**src/xmad_pkg.sv**
```systemverilog
// shared types, constants and helpers for the x86 mov access decoder
// no dependencies
package xmad_pkg;

	localparam int MAX_CODE_BYTES = 15;
	localparam int MAX_PREFIXES   = 4;
	localparam int NUM_REGS       = 16;
	localparam int QUEUE_DEPTH    = 2;

	localparam int CNT_W   = $clog2(MAX_CODE_BYTES + 1);
	localparam int REG_W   = $clog2(NUM_REGS);
	localparam int POS_W   = 5;
	localparam int QPTR_W  = $clog2(QUEUE_DEPTH);
	localparam int QCNT_W  = $clog2(QUEUE_DEPTH + 1);

	localparam logic [7:0] OP_ESC      = 8'h0f;
	localparam logic [7:0] OP_ESC_38   = 8'h38;
	localparam logic [7:0] OP_ESC_3A   = 8'h3a;
	localparam logic [7:0] OP_ST_R8    = 8'h88;
	localparam logic [7:0] OP_ST_R     = 8'h89;
	localparam logic [7:0] OP_LD_R8    = 8'h8a;
	localparam logic [7:0] OP_LD_R     = 8'h8b;
	localparam logic [7:0] OP_LD_AL    = 8'ha0;
	localparam logic [7:0] OP_LD_AX    = 8'ha1;
	localparam logic [7:0] OP_ST_AL    = 8'ha2;
	localparam logic [7:0] OP_ST_AX    = 8'ha3;
	localparam logic [7:0] OP_ST_IMM8  = 8'hc6;
	localparam logic [7:0] OP_ST_IMM   = 8'hc7;
	localparam logic [7:0] PFX_OPSZ    = 8'h66;
	localparam logic [7:0] PFX_ADSZ    = 8'h67;

	typedef enum logic [2:0] {
		ERR_NONE      = 3'd0,
		ERR_TOO_LONG  = 3'd1,
		ERR_PREFIX    = 3'd2,
		ERR_OVERRUN   = 3'd3,
		ERR_REG_REG   = 3'd4,
		ERR_HIGH_BYTE = 3'd5,
		ERR_OPCODE    = 3'd6
	} err_t;

	typedef enum logic [1:0] {
		ST_IDLE,
		ST_PARSE,
		ST_EXEC
	} state_t;

	typedef logic [MAX_CODE_BYTES-1:0][7:0] code_buf_t;

	typedef struct packed {
		code_buf_t  code;
		logic [1:0] mode_bits;
		logic       overflow;
		logic       store;
	} job_t;

	typedef struct packed {
		err_t       err;
		logic       is64;
		logic       rex;
		logic [3:0] opsz;
		logic [3:0] adsz;
		logic       escaped;
		logic [7:0] opc;
		logic [1:0] md;
		logic [3:0] rg;
		logic [2:0] rm;
		logic [POS_W-1:0] pos;
	} parse_t;

	function automatic logic [7:0] buf_at(code_buf_t b, logic [POS_W-1:0] i);
		logic [7:0] r;
		r = '0;
		if (int'(i) < MAX_CODE_BYTES)
			r = b[i[$clog2(MAX_CODE_BYTES)-1:0]];
		return r;
	endfunction

	function automatic logic is_legacy(logic [7:0] b);
		return (b == 8'hf0) || (b == 8'hf2) || (b == 8'hf3) || (b == 8'h2e) ||
			(b == 8'h36) || (b == 8'h3e) || (b == 8'h26) || (b == 8'h64) ||
			(b == 8'h65);
	endfunction

endpackage

```
**src/xmad_chan_if.sv**
```systemverilog
// valid/ready channel interfaces for decoder requests and results
// no dependencies
interface xmad_req_if;
	logic        valid;
	logic        ready;
	logic        mode;
	logic        direction;
	logic [7:0]  code_byte;
	logic        first_byte;
	logic        last_byte;
	logic        cs_default_bit;
	logic        cs_long_bit;
	logic [3:0]  reg_index;
	logic [63:0] reg_value;
	modport source(output valid, mode, direction, code_byte, first_byte, last_byte,
		cs_default_bit, cs_long_bit, reg_index, reg_value, input ready);
	modport sink(input valid, mode, direction, code_byte, first_byte, last_byte,
		cs_default_bit, cs_long_bit, reg_index, reg_value, output ready);
endinterface

interface xmad_rsp_if;
	logic        valid;
	logic        ready;
	logic        ok;
	logic [2:0]  error_code;
	logic [3:0]  reg_id;
	logic [3:0]  access_size;
	logic [63:0] store_value;
	modport source(output valid, ok, error_code, reg_id, access_size, store_value,
		input ready);
	modport sink(input valid, ok, error_code, reg_id, access_size, store_value,
		output ready);
endinterface

```
**src/xmad_front.sv**
```systemverilog
// front end: code buffer, mode bits, register file, job hand-off on last byte
// depends on xmad_pkg, xmad_chan_if
module xmad_front (
	input  logic                         clk,
	input  logic                         arst_n,
	xmad_req_if.sink                     req,
	input  logic                         pending,
	input  logic                         q_full,
	output logic                         push,
	output xmad_pkg::job_t               push_job,
	input  logic [xmad_pkg::REG_W-1:0]   rd_idx,
	output logic [63:0]                  rd_data
);
	xmad_pkg::code_buf_t          code_q, code_n;
	logic [xmad_pkg::CNT_W-1:0]   cnt_q, cnt_n;
	logic                         ovf_q, ovf_n;
	logic [1:0]                   mb_q, mb_n;
	logic [63:0]                  rf_q [xmad_pkg::NUM_REGS];
	logic                         acc;

	// register loads wait until queued and in-flight decodes have read the file
	assign req.ready = req.mode ? !pending : !(req.last_byte && q_full);
	assign acc = req.valid && req.ready;
	assign rd_data = rf_q[rd_idx];

	always_comb begin
		code_n = code_q;
		cnt_n  = cnt_q;
		ovf_n  = ovf_q;
		mb_n   = mb_q;
		if (req.first_byte) begin
			code_n = '0;
			cnt_n  = '0;
			ovf_n  = 1'b0;
			mb_n   = {req.cs_long_bit, req.cs_default_bit};
		end
		if (int'(cnt_n) < xmad_pkg::MAX_CODE_BYTES) begin
			code_n[cnt_n[$clog2(xmad_pkg::MAX_CODE_BYTES)-1:0]] = req.code_byte;
			cnt_n = cnt_n + 1'b1;
		end else begin
			ovf_n = 1'b1;
		end
	end

	assign push = acc && !req.mode && req.last_byte;
	assign push_job = '{code: code_n, mode_bits: mb_n, overflow: ovf_n,
		store: req.direction};

	always_ff @(posedge clk or negedge arst_n) begin
		if (!arst_n) begin
			code_q <= '0;
			cnt_q  <= '0;
			ovf_q  <= 1'b0;
			mb_q   <= '0;
			for (int i = 0; i < xmad_pkg::NUM_REGS; i++)
				rf_q[i] <= '0;
		end else if (acc) begin
			if (req.mode) begin
				rf_q[req.reg_index] <= req.reg_value;
			end else begin
				code_q <= code_n;
				cnt_q  <= cnt_n;
				ovf_q  <= ovf_n;
				mb_q   <= mb_n;
			end
		end
	end
endmodule

```
**src/xmad_queue.sv**
```systemverilog
// short job queue between front and back end
// depends on xmad_pkg
module xmad_queue (
	input  logic            clk,
	input  logic            arst_n,
	input  logic            push,
	input  xmad_pkg::job_t  push_job,
	input  logic            pop,
	output xmad_pkg::job_t  head,
	output logic            empty,
	output logic            full
);
	xmad_pkg::job_t                 mem_q [xmad_pkg::QUEUE_DEPTH];
	logic [xmad_pkg::QPTR_W-1:0]    wp_q, rp_q;
	logic [xmad_pkg::QCNT_W-1:0]    cnt_q;

	assign empty = cnt_q == '0;
	assign full  = int'(cnt_q) == xmad_pkg::QUEUE_DEPTH;
	assign head  = mem_q[rp_q];

	always_ff @(posedge clk) begin
		if (push)
			mem_q[wp_q] <= push_job;
	end

	always_ff @(posedge clk or negedge arst_n) begin
		if (!arst_n) begin
			wp_q  <= '0;
			rp_q  <= '0;
			cnt_q <= '0;
		end else begin
			if (push)
				wp_q <= (int'(wp_q) == xmad_pkg::QUEUE_DEPTH - 1) ? '0 : wp_q + 1'b1;
			if (pop)
				rp_q <= (int'(rp_q) == xmad_pkg::QUEUE_DEPTH - 1) ? '0 : rp_q + 1'b1;
			if (push && !pop)
				cnt_q <= cnt_q + 1'b1;
			else if (pop && !push)
				cnt_q <= cnt_q - 1'b1;
		end
	end
endmodule

```
**src/xmad_back.sv**
```systemverilog
// back end: prefix/opcode/modrm parse, operand fetch, result register
// depends on xmad_pkg, xmad_chan_if
module xmad_back (
	input  logic                         clk,
	input  logic                         arst_n,
	input  xmad_pkg::job_t               head,
	input  logic                         empty,
	output logic                         pop,
	output logic                         busy,
	output logic [xmad_pkg::REG_W-1:0]   rd_idx,
	input  logic [63:0]                  rd_data,
	xmad_rsp_if.source                   rsp
);
	xmad_pkg::state_t  state_q, state_n;
	xmad_pkg::job_t    job_q;
	xmad_pkg::parse_t  pr_q, pr_n;
	logic              load_out;
	logic              out_free;

	logic              o_valid_q;
	logic              o_ok_q;
	logic [2:0]        o_err_q;
	logic [3:0]        o_rid_q;
	logic [3:0]        o_size_q;
	logic [63:0]       o_val_q;

	xmad_pkg::err_t    ex_err;
	logic [3:0]        ex_rid;
	logic [3:0]        ex_size;
	logic [63:0]       ex_val;

	assign out_free = !o_valid_q || rsp.ready;
	assign busy = state_q != xmad_pkg::ST_IDLE;

	// next state
	always_comb begin
		state_n = state_q;
		unique case (state_q)
			xmad_pkg::ST_IDLE:  if (!empty) state_n = xmad_pkg::ST_PARSE;
			xmad_pkg::ST_PARSE: state_n = xmad_pkg::ST_EXEC;
			xmad_pkg::ST_EXEC:  if (out_free) state_n = xmad_pkg::ST_IDLE;
			default:            state_n = xmad_pkg::ST_IDLE;
		endcase
	end

	// state outputs
	always_comb begin
		pop = 1'b0;
		load_out = 1'b0;
		unique case (state_q)
			xmad_pkg::ST_IDLE:  pop = !empty;
			xmad_pkg::ST_PARSE: ;
			xmad_pkg::ST_EXEC:  load_out = out_free;
			default: ;
		endcase
	end

	// prefixes, rex, escapes, opcode and modrm
	always_comb begin
		logic [xmad_pkg::POS_W-1:0] pos;
		logic               stop, p66, p67, rw;
		logic [7:0]         b;
		logic [3:0]         dflt;
		xmad_pkg::err_t     e;
		pos = '0; stop = 1'b0; p66 = 1'b0; p67 = 1'b0; rw = 1'b0;
		e = xmad_pkg::ERR_NONE;
		pr_n = '0;
		pr_n.is64 = job_q.mode_bits == 2'b10;
		dflt = (job_q.mode_bits == 2'b00) ? 4'd2 : 4'd4;
		for (int k = 0; k < xmad_pkg::MAX_PREFIXES; k++) begin
			if (!stop) begin
				b = xmad_pkg::buf_at(job_q.code, pos);
				if (b == xmad_pkg::PFX_OPSZ) begin
					p66 = 1'b1;
					pos = pos + 1'b1;
				end else if (b == xmad_pkg::PFX_ADSZ) begin
					p67 = 1'b1;
					pos = pos + 1'b1;
				end else if (xmad_pkg::is_legacy(b)) begin
					e = xmad_pkg::ERR_PREFIX;
					stop = 1'b1;
				end else begin
					stop = 1'b1;
				end
			end
		end
		b = xmad_pkg::buf_at(job_q.code, pos);
		if (pr_n.is64 && b[7:4] == 4'h4) begin
			pr_n.rex = 1'b1;
			if (b[3]) begin
				rw = 1'b1;
				p66 = 1'b0;
				p67 = 1'b0;
			end
			pr_n.rg[3] = b[2];
			pos = pos + 1'b1;
		end
		pr_n.opsz = p66 ? 4'd6 - dflt : dflt + (rw ? 4'd4 : 4'd0);
		pr_n.adsz = p67 ? 4'd6 - dflt : dflt;
		if (xmad_pkg::buf_at(job_q.code, pos) == xmad_pkg::OP_ESC) begin
			pr_n.escaped = 1'b1;
			pos = pos + 1'b1;
		end
		b = xmad_pkg::buf_at(job_q.code, pos);
		if (b == xmad_pkg::OP_ESC_38 || b == xmad_pkg::OP_ESC_3A) begin
			pr_n.escaped = 1'b1;
			pos = pos + 1'b1;
		end
		pr_n.opc = xmad_pkg::buf_at(job_q.code, pos);
		pos = pos + 1'b1;
		b = xmad_pkg::buf_at(job_q.code, pos);
		pr_n.md = b[7:6];
		pr_n.rg[2:0] = b[5:3];
		pr_n.rm = b[2:0];
		pr_n.pos = pos + 1'b1;
		pr_n.err = job_q.overflow ? xmad_pkg::ERR_TOO_LONG : e;
	end

	// operand read index: high-byte stores use the low register of the pair
	always_comb begin
		if (pr_q.opc == xmad_pkg::OP_ST_AX || pr_q.opc == xmad_pkg::OP_ST_AL)
			rd_idx = '0;
		else if (pr_q.opc == xmad_pkg::OP_ST_R8 && !pr_q.rex && pr_q.rg[3:2] == 2'b01)
			rd_idx = pr_q.rg - 4'd4;
		else
			rd_idx = pr_q.rg;
	end

	// execute
	always_comb begin
		logic [xmad_pkg::POS_W-1:0] p;
		logic               hi;
		logic [7:0]         sib;
		logic [31:0]        imm;
		ex_err = pr_q.err;
		ex_rid = '0;
		ex_size = '0;
		ex_val = '0;
		p = pr_q.pos;
		hi = !pr_q.rex && pr_q.rg[3:2] == 2'b01;
		sib = '0;
		imm = '0;
		if (pr_q.err == xmad_pkg::ERR_NONE) begin
			if (pr_q.escaped) begin
				ex_err = xmad_pkg::ERR_OPCODE;
			end else if (!job_q.store) begin
				unique case (pr_q.opc)
					xmad_pkg::OP_LD_R8: begin
						if (pr_q.md == 2'd3) ex_err = xmad_pkg::ERR_REG_REG;
						else if (hi) ex_err = xmad_pkg::ERR_HIGH_BYTE;
						ex_rid = pr_q.rg;
						ex_size = 4'd1;
					end
					xmad_pkg::OP_LD_R: begin
						if (pr_q.md == 2'd3) ex_err = xmad_pkg::ERR_REG_REG;
						ex_rid = pr_q.rg;
						ex_size = pr_q.opsz;
					end
					xmad_pkg::OP_LD_AX: ex_size = pr_q.opsz;
					xmad_pkg::OP_LD_AL: ex_size = 4'd1;
					default: ex_err = xmad_pkg::ERR_OPCODE;
				endcase
			end else begin
				unique case (pr_q.opc)
					xmad_pkg::OP_ST_R8: begin
						if (pr_q.md == 2'd3) ex_err = xmad_pkg::ERR_REG_REG;
						else if (hi && pr_q.is64) ex_err = xmad_pkg::ERR_HIGH_BYTE;
						ex_val = {56'd0, hi ? rd_data[15:8] : rd_data[7:0]};
						ex_size = 4'd1;
					end
					xmad_pkg::OP_ST_R: begin
						if (pr_q.md == 2'd3) ex_err = xmad_pkg::ERR_REG_REG;
						ex_val = rd_data;
						ex_size = pr_q.opsz;
					end
					xmad_pkg::OP_ST_AX: begin
						ex_val = rd_data;
						ex_size = pr_q.opsz;
					end
					xmad_pkg::OP_ST_AL: begin
						ex_val = rd_data;
						ex_size = 4'd1;
					end
					xmad_pkg::OP_ST_IMM8, xmad_pkg::OP_ST_IMM: begin
						if (pr_q.rm == 3'd4 && pr_q.adsz == 4'd4) begin
							sib = xmad_pkg::buf_at(job_q.code, p);
							if (pr_q.md == 2'd0 && sib[2:0] == 3'd5)
								p = p + 5'd4;
							p = p + 5'd1;
						end
						if (pr_q.md == 2'd1)
							p = p + 5'd1;
						else if (pr_q.md == 2'd2 ||
							(pr_q.md == 2'd0 && pr_q.rm == 3'd6 && pr_q.adsz == 4'd2) ||
							(pr_q.md == 2'd0 && pr_q.rm == 3'd5 && pr_q.adsz == 4'd4))
							p = p + 5'(pr_q.adsz);
						for (int k = 0; k < 4; k++)
							imm[8*k +: 8] = xmad_pkg::buf_at(job_q.code, p + 5'(k));
						if (pr_q.md == 2'd3) ex_err = xmad_pkg::ERR_REG_REG;
						else if (int'(p) > xmad_pkg::MAX_CODE_BYTES)
							ex_err = xmad_pkg::ERR_OVERRUN;
						if (pr_q.opc == xmad_pkg::OP_ST_IMM8) begin
							ex_val = {56'd0, imm[7:0]};
							ex_size = 4'd1;
						end else begin
							// sign extend from 16 or 32 bits, chosen by the address size
							if (pr_q.adsz == 4'd2)
								ex_val = {{48{imm[15]}}, imm[15:0]};
							else
								ex_val = {{32{imm[31]}}, imm};
							ex_size = pr_q.opsz;
						end
					end
					default: ex_err = xmad_pkg::ERR_OPCODE;
				endcase
			end
		end
	end

	always_ff @(posedge clk) begin
		if (pop)
			job_q <= head;
		if (state_q == xmad_pkg::ST_PARSE)
			pr_q <= pr_n;
		if (load_out) begin
			o_ok_q   <= ex_err == xmad_pkg::ERR_NONE;
			o_err_q  <= ex_err;
			o_rid_q  <= (ex_err == xmad_pkg::ERR_NONE && !job_q.store) ? ex_rid : 4'd0;
			o_size_q <= (ex_err == xmad_pkg::ERR_NONE) ? ex_size : 4'd0;
			o_val_q  <= (ex_err == xmad_pkg::ERR_NONE && job_q.store) ? ex_val : 64'd0;
		end
	end

	always_ff @(posedge clk or negedge arst_n) begin
		if (!arst_n) begin
			state_q   <= xmad_pkg::ST_IDLE;
			o_valid_q <= 1'b0;
		end else begin
			state_q <= state_n;
			if (load_out)
				o_valid_q <= 1'b1;
			else if (rsp.ready)
				o_valid_q <= 1'b0;
		end
	end

	assign rsp.valid       = o_valid_q;
	assign rsp.ok          = o_ok_q;
	assign rsp.error_code  = o_err_q;
	assign rsp.reg_id      = o_rid_q;
	assign rsp.access_size = o_size_q;
	assign rsp.store_value = o_val_q;
endmodule

```
**src/x86_mov_access_decoder.sv**
```systemverilog
// x86 mov access decoder top: front end, job queue, back end
// bytes and register loads are taken one word per cycle while ready is high; a last byte queues a decode
// the back end pops a decode in idle, parses it, executes it, then loads the result register
// result valid comes later behind queued decodes or while the result register is stalled
// two decodes may be queued; register loads stall while any decode is queued or in flight
// asynchronous reset clears buffer, counters, register file, queue and result valid
module x86_mov_access_decoder (
	input  logic        clk,
	input  logic        arst_n,
	xmad_req_if.sink    req,
	xmad_rsp_if.source  rsp
);
	logic                        push, pop, q_empty, q_full, busy;
	xmad_pkg::job_t              push_job, head;
	logic [xmad_pkg::REG_W-1:0]  rd_idx;
	logic [63:0]                 rd_data;

	xmad_front u_front (
		.clk      (clk),
		.arst_n   (arst_n),
		.req      (req),
		.pending  (!q_empty || busy),
		.q_full   (q_full),
		.push     (push),
		.push_job (push_job),
		.rd_idx   (rd_idx),
		.rd_data  (rd_data)
	);

	xmad_queue u_queue (
		.clk      (clk),
		.arst_n   (arst_n),
		.push     (push),
		.push_job (push_job),
		.pop      (pop),
		.head     (head),
		.empty    (q_empty),
		.full     (q_full)
	);

	xmad_back u_back (
		.clk      (clk),
		.arst_n   (arst_n),
		.head     (head),
		.empty    (q_empty),
		.pop      (pop),
		.busy     (busy),
		.rd_idx   (rd_idx),
		.rd_data  (rd_data),
		.rsp      (rsp)
	);
endmodule
```
**src/flat_wrapper.sv**
```systemverilog
// flat-port wrapper written by rule: the top's interface ports become plain ports
module x86_mov_access_decoder_flat 
  (clk, arst_n, req_valid, req_mode, req_direction, req_code_byte, req_first_byte, req_last_byte, req_cs_default_bit, req_cs_long_bit, req_reg_index, req_reg_value, req_ready, rsp_valid, rsp_ok, rsp_error_code, rsp_reg_id, rsp_access_size, rsp_store_value, rsp_ready);
  xmad_req_if req_i ();
  xmad_rsp_if rsp_i ();
  input  logic clk;
  input  logic arst_n;
  input wire logic [$bits(req_i.valid)-1:0] req_valid;
  input wire logic [$bits(req_i.mode)-1:0] req_mode;
  input wire logic [$bits(req_i.direction)-1:0] req_direction;
  input wire logic [$bits(req_i.code_byte)-1:0] req_code_byte;
  input wire logic [$bits(req_i.first_byte)-1:0] req_first_byte;
  input wire logic [$bits(req_i.last_byte)-1:0] req_last_byte;
  input wire logic [$bits(req_i.cs_default_bit)-1:0] req_cs_default_bit;
  input wire logic [$bits(req_i.cs_long_bit)-1:0] req_cs_long_bit;
  input wire logic [$bits(req_i.reg_index)-1:0] req_reg_index;
  input wire logic [$bits(req_i.reg_value)-1:0] req_reg_value;
  output wire logic [$bits(req_i.ready)-1:0] req_ready;
  output wire logic [$bits(rsp_i.valid)-1:0] rsp_valid;
  output wire logic [$bits(rsp_i.ok)-1:0] rsp_ok;
  output wire logic [$bits(rsp_i.error_code)-1:0] rsp_error_code;
  output wire logic [$bits(rsp_i.reg_id)-1:0] rsp_reg_id;
  output wire logic [$bits(rsp_i.access_size)-1:0] rsp_access_size;
  output wire logic [$bits(rsp_i.store_value)-1:0] rsp_store_value;
  input wire logic [$bits(rsp_i.ready)-1:0] rsp_ready;
  assign req_i.valid = req_valid;
  assign req_i.mode = req_mode;
  assign req_i.direction = req_direction;
  assign req_i.code_byte = req_code_byte;
  assign req_i.first_byte = req_first_byte;
  assign req_i.last_byte = req_last_byte;
  assign req_i.cs_default_bit = req_cs_default_bit;
  assign req_i.cs_long_bit = req_cs_long_bit;
  assign req_i.reg_index = req_reg_index;
  assign req_i.reg_value = req_reg_value;
  assign req_ready = req_i.ready;
  assign rsp_valid = rsp_i.valid;
  assign rsp_ok = rsp_i.ok;
  assign rsp_error_code = rsp_i.error_code;
  assign rsp_reg_id = rsp_i.reg_id;
  assign rsp_access_size = rsp_i.access_size;
  assign rsp_store_value = rsp_i.store_value;
  assign rsp_i.ready = rsp_ready;
  x86_mov_access_decoder u_core (.clk(clk), .arst_n(arst_n), .req(req_i), .rsp(rsp_i));
endmodule
```
**config.mk**
```make
export PLATFORM = sky130hd
export DESIGN_NAME = x86_mov_access_decoder_flat
export DESIGN_NICKNAME = d
export VERILOG_FILES = /design/src/xmad_pkg.sv /design/src/xmad_chan_if.sv /design/src/xmad_front.sv /design/src/xmad_queue.sv /design/src/xmad_back.sv /design/src/x86_mov_access_decoder.sv /design/src/flat_wrapper.sv
export SDC_FILE = /design/constraint.sdc
export NUM_CORES = 2
export LEC_CHECK = 0
export BUFFER_PORTS_ARGS = -buffer_cell sky130_fd_sc_hd__buf_4
export CAP_MARGIN = 25
export CORE_MARGIN = 5
export CORE_UTILIZATION = 40
export DETAILED_ROUTE_END_ITERATION = 12
export PLACE_DENSITY = 0.67
export SKIP_CTS_REPAIR_TIMING = 1
export SYNTH_ARGS = -nofsm -noshare
export SYNTH_HDL_FRONTEND = slang
export SYNTH_SLANG_ARGS = --single-unit
```
**constraint.sdc**
```tcl
create_clock -name clk -period 10.06 [get_ports clk]
set_input_delay 0.503 -clock clk [delete_from_list [all_inputs] [get_ports clk]]
set_output_delay 0.503 -clock clk [all_outputs]
set_load 0.01 [all_outputs]
```
==> results.py <==
metrics = {
    "timing": {
        "max-slew-margin-rel_pct": 21.2,
        "fin_crit_ps": 9640,
        "setup-tns-final_ps": 0,
        "post-route-period-util_pct": 95.8,
        "fmax_ghz": 0.104,
        "slew_violations": 0,
        "rsz0062_at_grt": "false",
        "fin_skew_ps": 57.7,
        "setup_ws_ps": 420,
        "hold_viol": 0,
        "setup_viol": 0,
        "worst_pin_slew_ps": 1180,
    },
    "floorplanning": {
        "row_count": 164,
        "fp.dieW_microns": 459,
        "core_sq_um": 200000,
        "die_area_sq_um": 211000,
        "io_pins": 164,
        "start_util_pct": 40.3,
        "die_y_microns": 459,
    },
    "yosys": {
        "syn-cell-area_sq_um": 80600,
        "netlist_top_cells_area": "dfrtp_1, mux2_2, edfxtp_1",
        "async_reset_ff_share_pct": 70.7,
        "yosysWarnings": 0,
        "synth_compound_gate_area_share_pct": 9.26,
        "ys_seq_area_share_pct": 53.8,
        "synthAdderAreaFrac_pct": 0.413,
        "synth_ff_type": "dfrtp_1",
        "synth_top_area_share_pct": 36.0,
        "synthMuxAreaShare_pct": 22.0,
        "syn_avg_cell_area_sq_um": 11.8,
        "synth_cells": 6852,
        "syn-num-nets": 6964,
        "synth_seq_cells": 1638,
        "synth_top_family_by_area": "multiplexers",
        "yosys.area_share.simple_pct": 10.9,
        "synth_edf_count": 480,
        "yosysTopAreaCell": "dfrtp_1",
        "synth_xor_area_share_pct": 0.427,
        "ys_types": 108,
    },
    "setup_path": {
        "r2r-end": "u_core.u_back.pr_q[13]",
        "crit_path_max_incr_delay_ps": 690,
        "critPathCapture": "u_core.u_back.pr_q[13]",
        "worstSetupStartpoint": "u_core.u_back.job_q[8]",
        "critPathSlowestCell": "or4b_2",
        "criticalPathCategory": "flip-flop to flip-flop",
        "cp-start-kind": "flip-flop",
        "r2r_cells": 38,
        "worstReg2RegStart": "u_core.u_back.job_q[8]",
        "critPathMostFrequentCell": "nor2_2",
        "arrival_ps": 10300,
        "crit_required_ps": 10720,
        "reg2reg_slack_ps": 420,
        "cp_max_fo": 19,
        "end_kind": "flip-flop",
    },
    "place": {
        "gp_congestion": 0.962,
        "placed_area_sq_um": 84700,
        "dp_hpwl_microns": 152000,
        "dpl.cell_count": 9244,
        "dpl_worst_slack_ps": 31.8,
        "io_buffers": 163,
    },
    "final_layout": {
        "final_cells": 9623,
        "drive_gt1_share_pct": 29.9,
        "synthToLayoutAreaGrowth_pct": 13.2,
        "layout_common_cells": "mux2_2, dfrtp_1, nand2_1",
        "final_common_cell": "mux2_2",
        "finish.net_count": 6925,
        "fin_area_sq_um": 91200,
        "regArea_sq_um": 43400,
        "fillers": 17900,
        "multiInputGateArea_sq_um": 35000,
    },
    "detailed_routing": {
        "wl_per_cell_microns": 26.7,
        "wirelength_microns": 257000,
        "dr.pass1.iters": 6,
        "drtIter0Drc": 5760,
        "drc": 0,
        "drtAntennaViolNets": 0,
        "num_vias": 58300,
        "viasPerCell": 6.06,
    },
    "power_and_ir_drop": {
        "p_int_mw": 15.8,
        "switching_share_pct": 39.6,
        "combPwrFrac_pct": 38.7,
        "power_frac_seq_pct": 36.3,
        "p_per_area_nw_per_um2": 286,
        "leakagePower_nw": 38.8,
        "ir_worst_vdd_uv": 331,
        "p_switching_mw": 10.4,
        "clkPwrFrac_pct": 25.1,
    },
    "clock_tree": {
        "cts_buffers": 175,
        "cts_tree": "done",
        "clkSinkCount": 1638,
        "clkTransAtPathRegs_ps": 60,
        "clk_latency_ps": 860,
        "root_buffer": "clkbuf_16",
        "cts_buffer_depth": 3,
        "htreeDepth": 4,
    },
    "global_routing": {
        "grt_usage_pct": 23.7,
        "grt_pass1_wl_microns": 382000,
        "grt_overflow_total": 0,
        "grt_max_degree": 199,
        "antenna_found_initial": 17,
        "grt_pass1_vias": 57500,
    },
    "status": {
        "status": "complete, no violations",
    },
    "worst_hold_path": {
        "hold_path.class": "primary input to flip-flop",
        "min_from": "req_reg_value[31]",
    },
    "job": {
        "maxCapViolCount": 0,
    },
}
## critical path: cells and delay by family (launching register included)
family | cells | cell delay (ps)
compound gates | 11 | 2620
xor+xnor | 1 | 170
fa+ha+maj | 3 | 970
buf+inv | 5 | 650
flops | 1 | 430
mux | 2 | 470
simple gates | 16 | 4140
## kinds of logic (layout without fill, tap and decap cells)
family	after synthesis	after routing
buffers and inverters	656	758
XOR/XNOR	32	32
AND/OR/NAND/NOR	1889	1889
multiplexers	1546	1546
AO/OA/AOI/OAI	1065	1065
flip-flops	1638	1638
adder cells (fa/ha/maj)	26	26
other	0	13
## state kept, by name, indices dropped and copies added (netlist names), 3 cells and up
register and cells:
u_core.u_back.job_q 124, u_core.u_back.pr_q 32, u_core.u_back.rsp.access_size 4, u_core.u_back.rsp.error_code 3, u_core.u_back.rsp.reg_id 4, u_core.u_back.rsp.store_value 64
u_core.u_front.cnt_q 4, u_core.u_front.code_q 120, u_core.u_front.rf_q 1024, u_core.u_queue.mem_q 248
## layout make-up
cell class	instances	area share (%)
inverter	44	0.186
sequential	1638	47.6
timing repair buffer	396	3.73
antenna	13	0.0357
multi-input combinational	4558	38.4
clock buffer	266	5.67
tap	2656	3.64
clock inverter	52	0.779
## per-stage QoR
step	hold slack, ps	total power [mW]	util (%)
after CTS	-314	26.0	45.3
after global placement	486	19.2	42.3
after floorplan	207	15.7	-
final	30.2	26.1	45.6
after global routing	1.54	27.2	45.6
after detailed placement	492	19.4	42.3
## power by group through the flow
stage | Sequential (mW) | Clock, mW | Combinational [mW]
floorplan | 8.92 | 0 | 6.79
global placement | 9.47 | 0 | 9.77
detailed placement | 9.52 | 0 | 9.86
CTS | 9.40 | 6.66 | 9.90
global route | 9.53 | 6.93 | 10.8
finish | 9.48 | 6.55 | 10.1
## worst min-delay path by stage
stage	end	slack (ps)	cells after the start
6_report	u_core.u_front.rf_q[991]	30	2
5_1_grt	u_core.u_front.rf_q[356]	2	2
4_1_cts	u_core.u_front.rf_q[543]	-310	1
3_5_place_dp	u_core.u_front.rf_q[1015]	490	1
3_3_place_gp	u_core.u_front.mb_q[1]	490	1
2_1_floorplan	u_core.u_back.rsp.valid	210	0
## cells in the mapped netlist (11+ instances only)
cell,count
o31ai_1,26
a211oi_1,12
o211ai_1,44
edfxtp_1,480
clkbuf_1,514
buf_1,66
a31oi_1,85
nor4_1,11
xnor2_1,19
nor3_1,137
dfrtp_1,1158
nand4_1,22
and2_1,32
a21oi_1,213
mux2_2,1300
or3_1,11
nor2_1,173
ha_1,25
mux2i_1,193
a221oi_1,265
and3_1,26
inv_1,36
a311oi_1,54
mux4_2,50
nand3_1,326
o22ai_1,19
nand2b_1,141
o21ai_0,191
buf_2,20
nand2_1,906
nor2b_1,18
a22oi_1,19
nor3b_1,14
## per-layer routing
metal / GRT usage (%) / up-vias / routed length [microns]
met2: 37.7 / 2375 / 120000
met4: 8.95 / 12 / 10200
met3: 4.73 / 558 / 19100
li1: - / 25200 / -
met1: 32.2 / 30200 / 107000
met5: 0 / - / 78
Note: power is estimated with default switching activity, not from simulation.
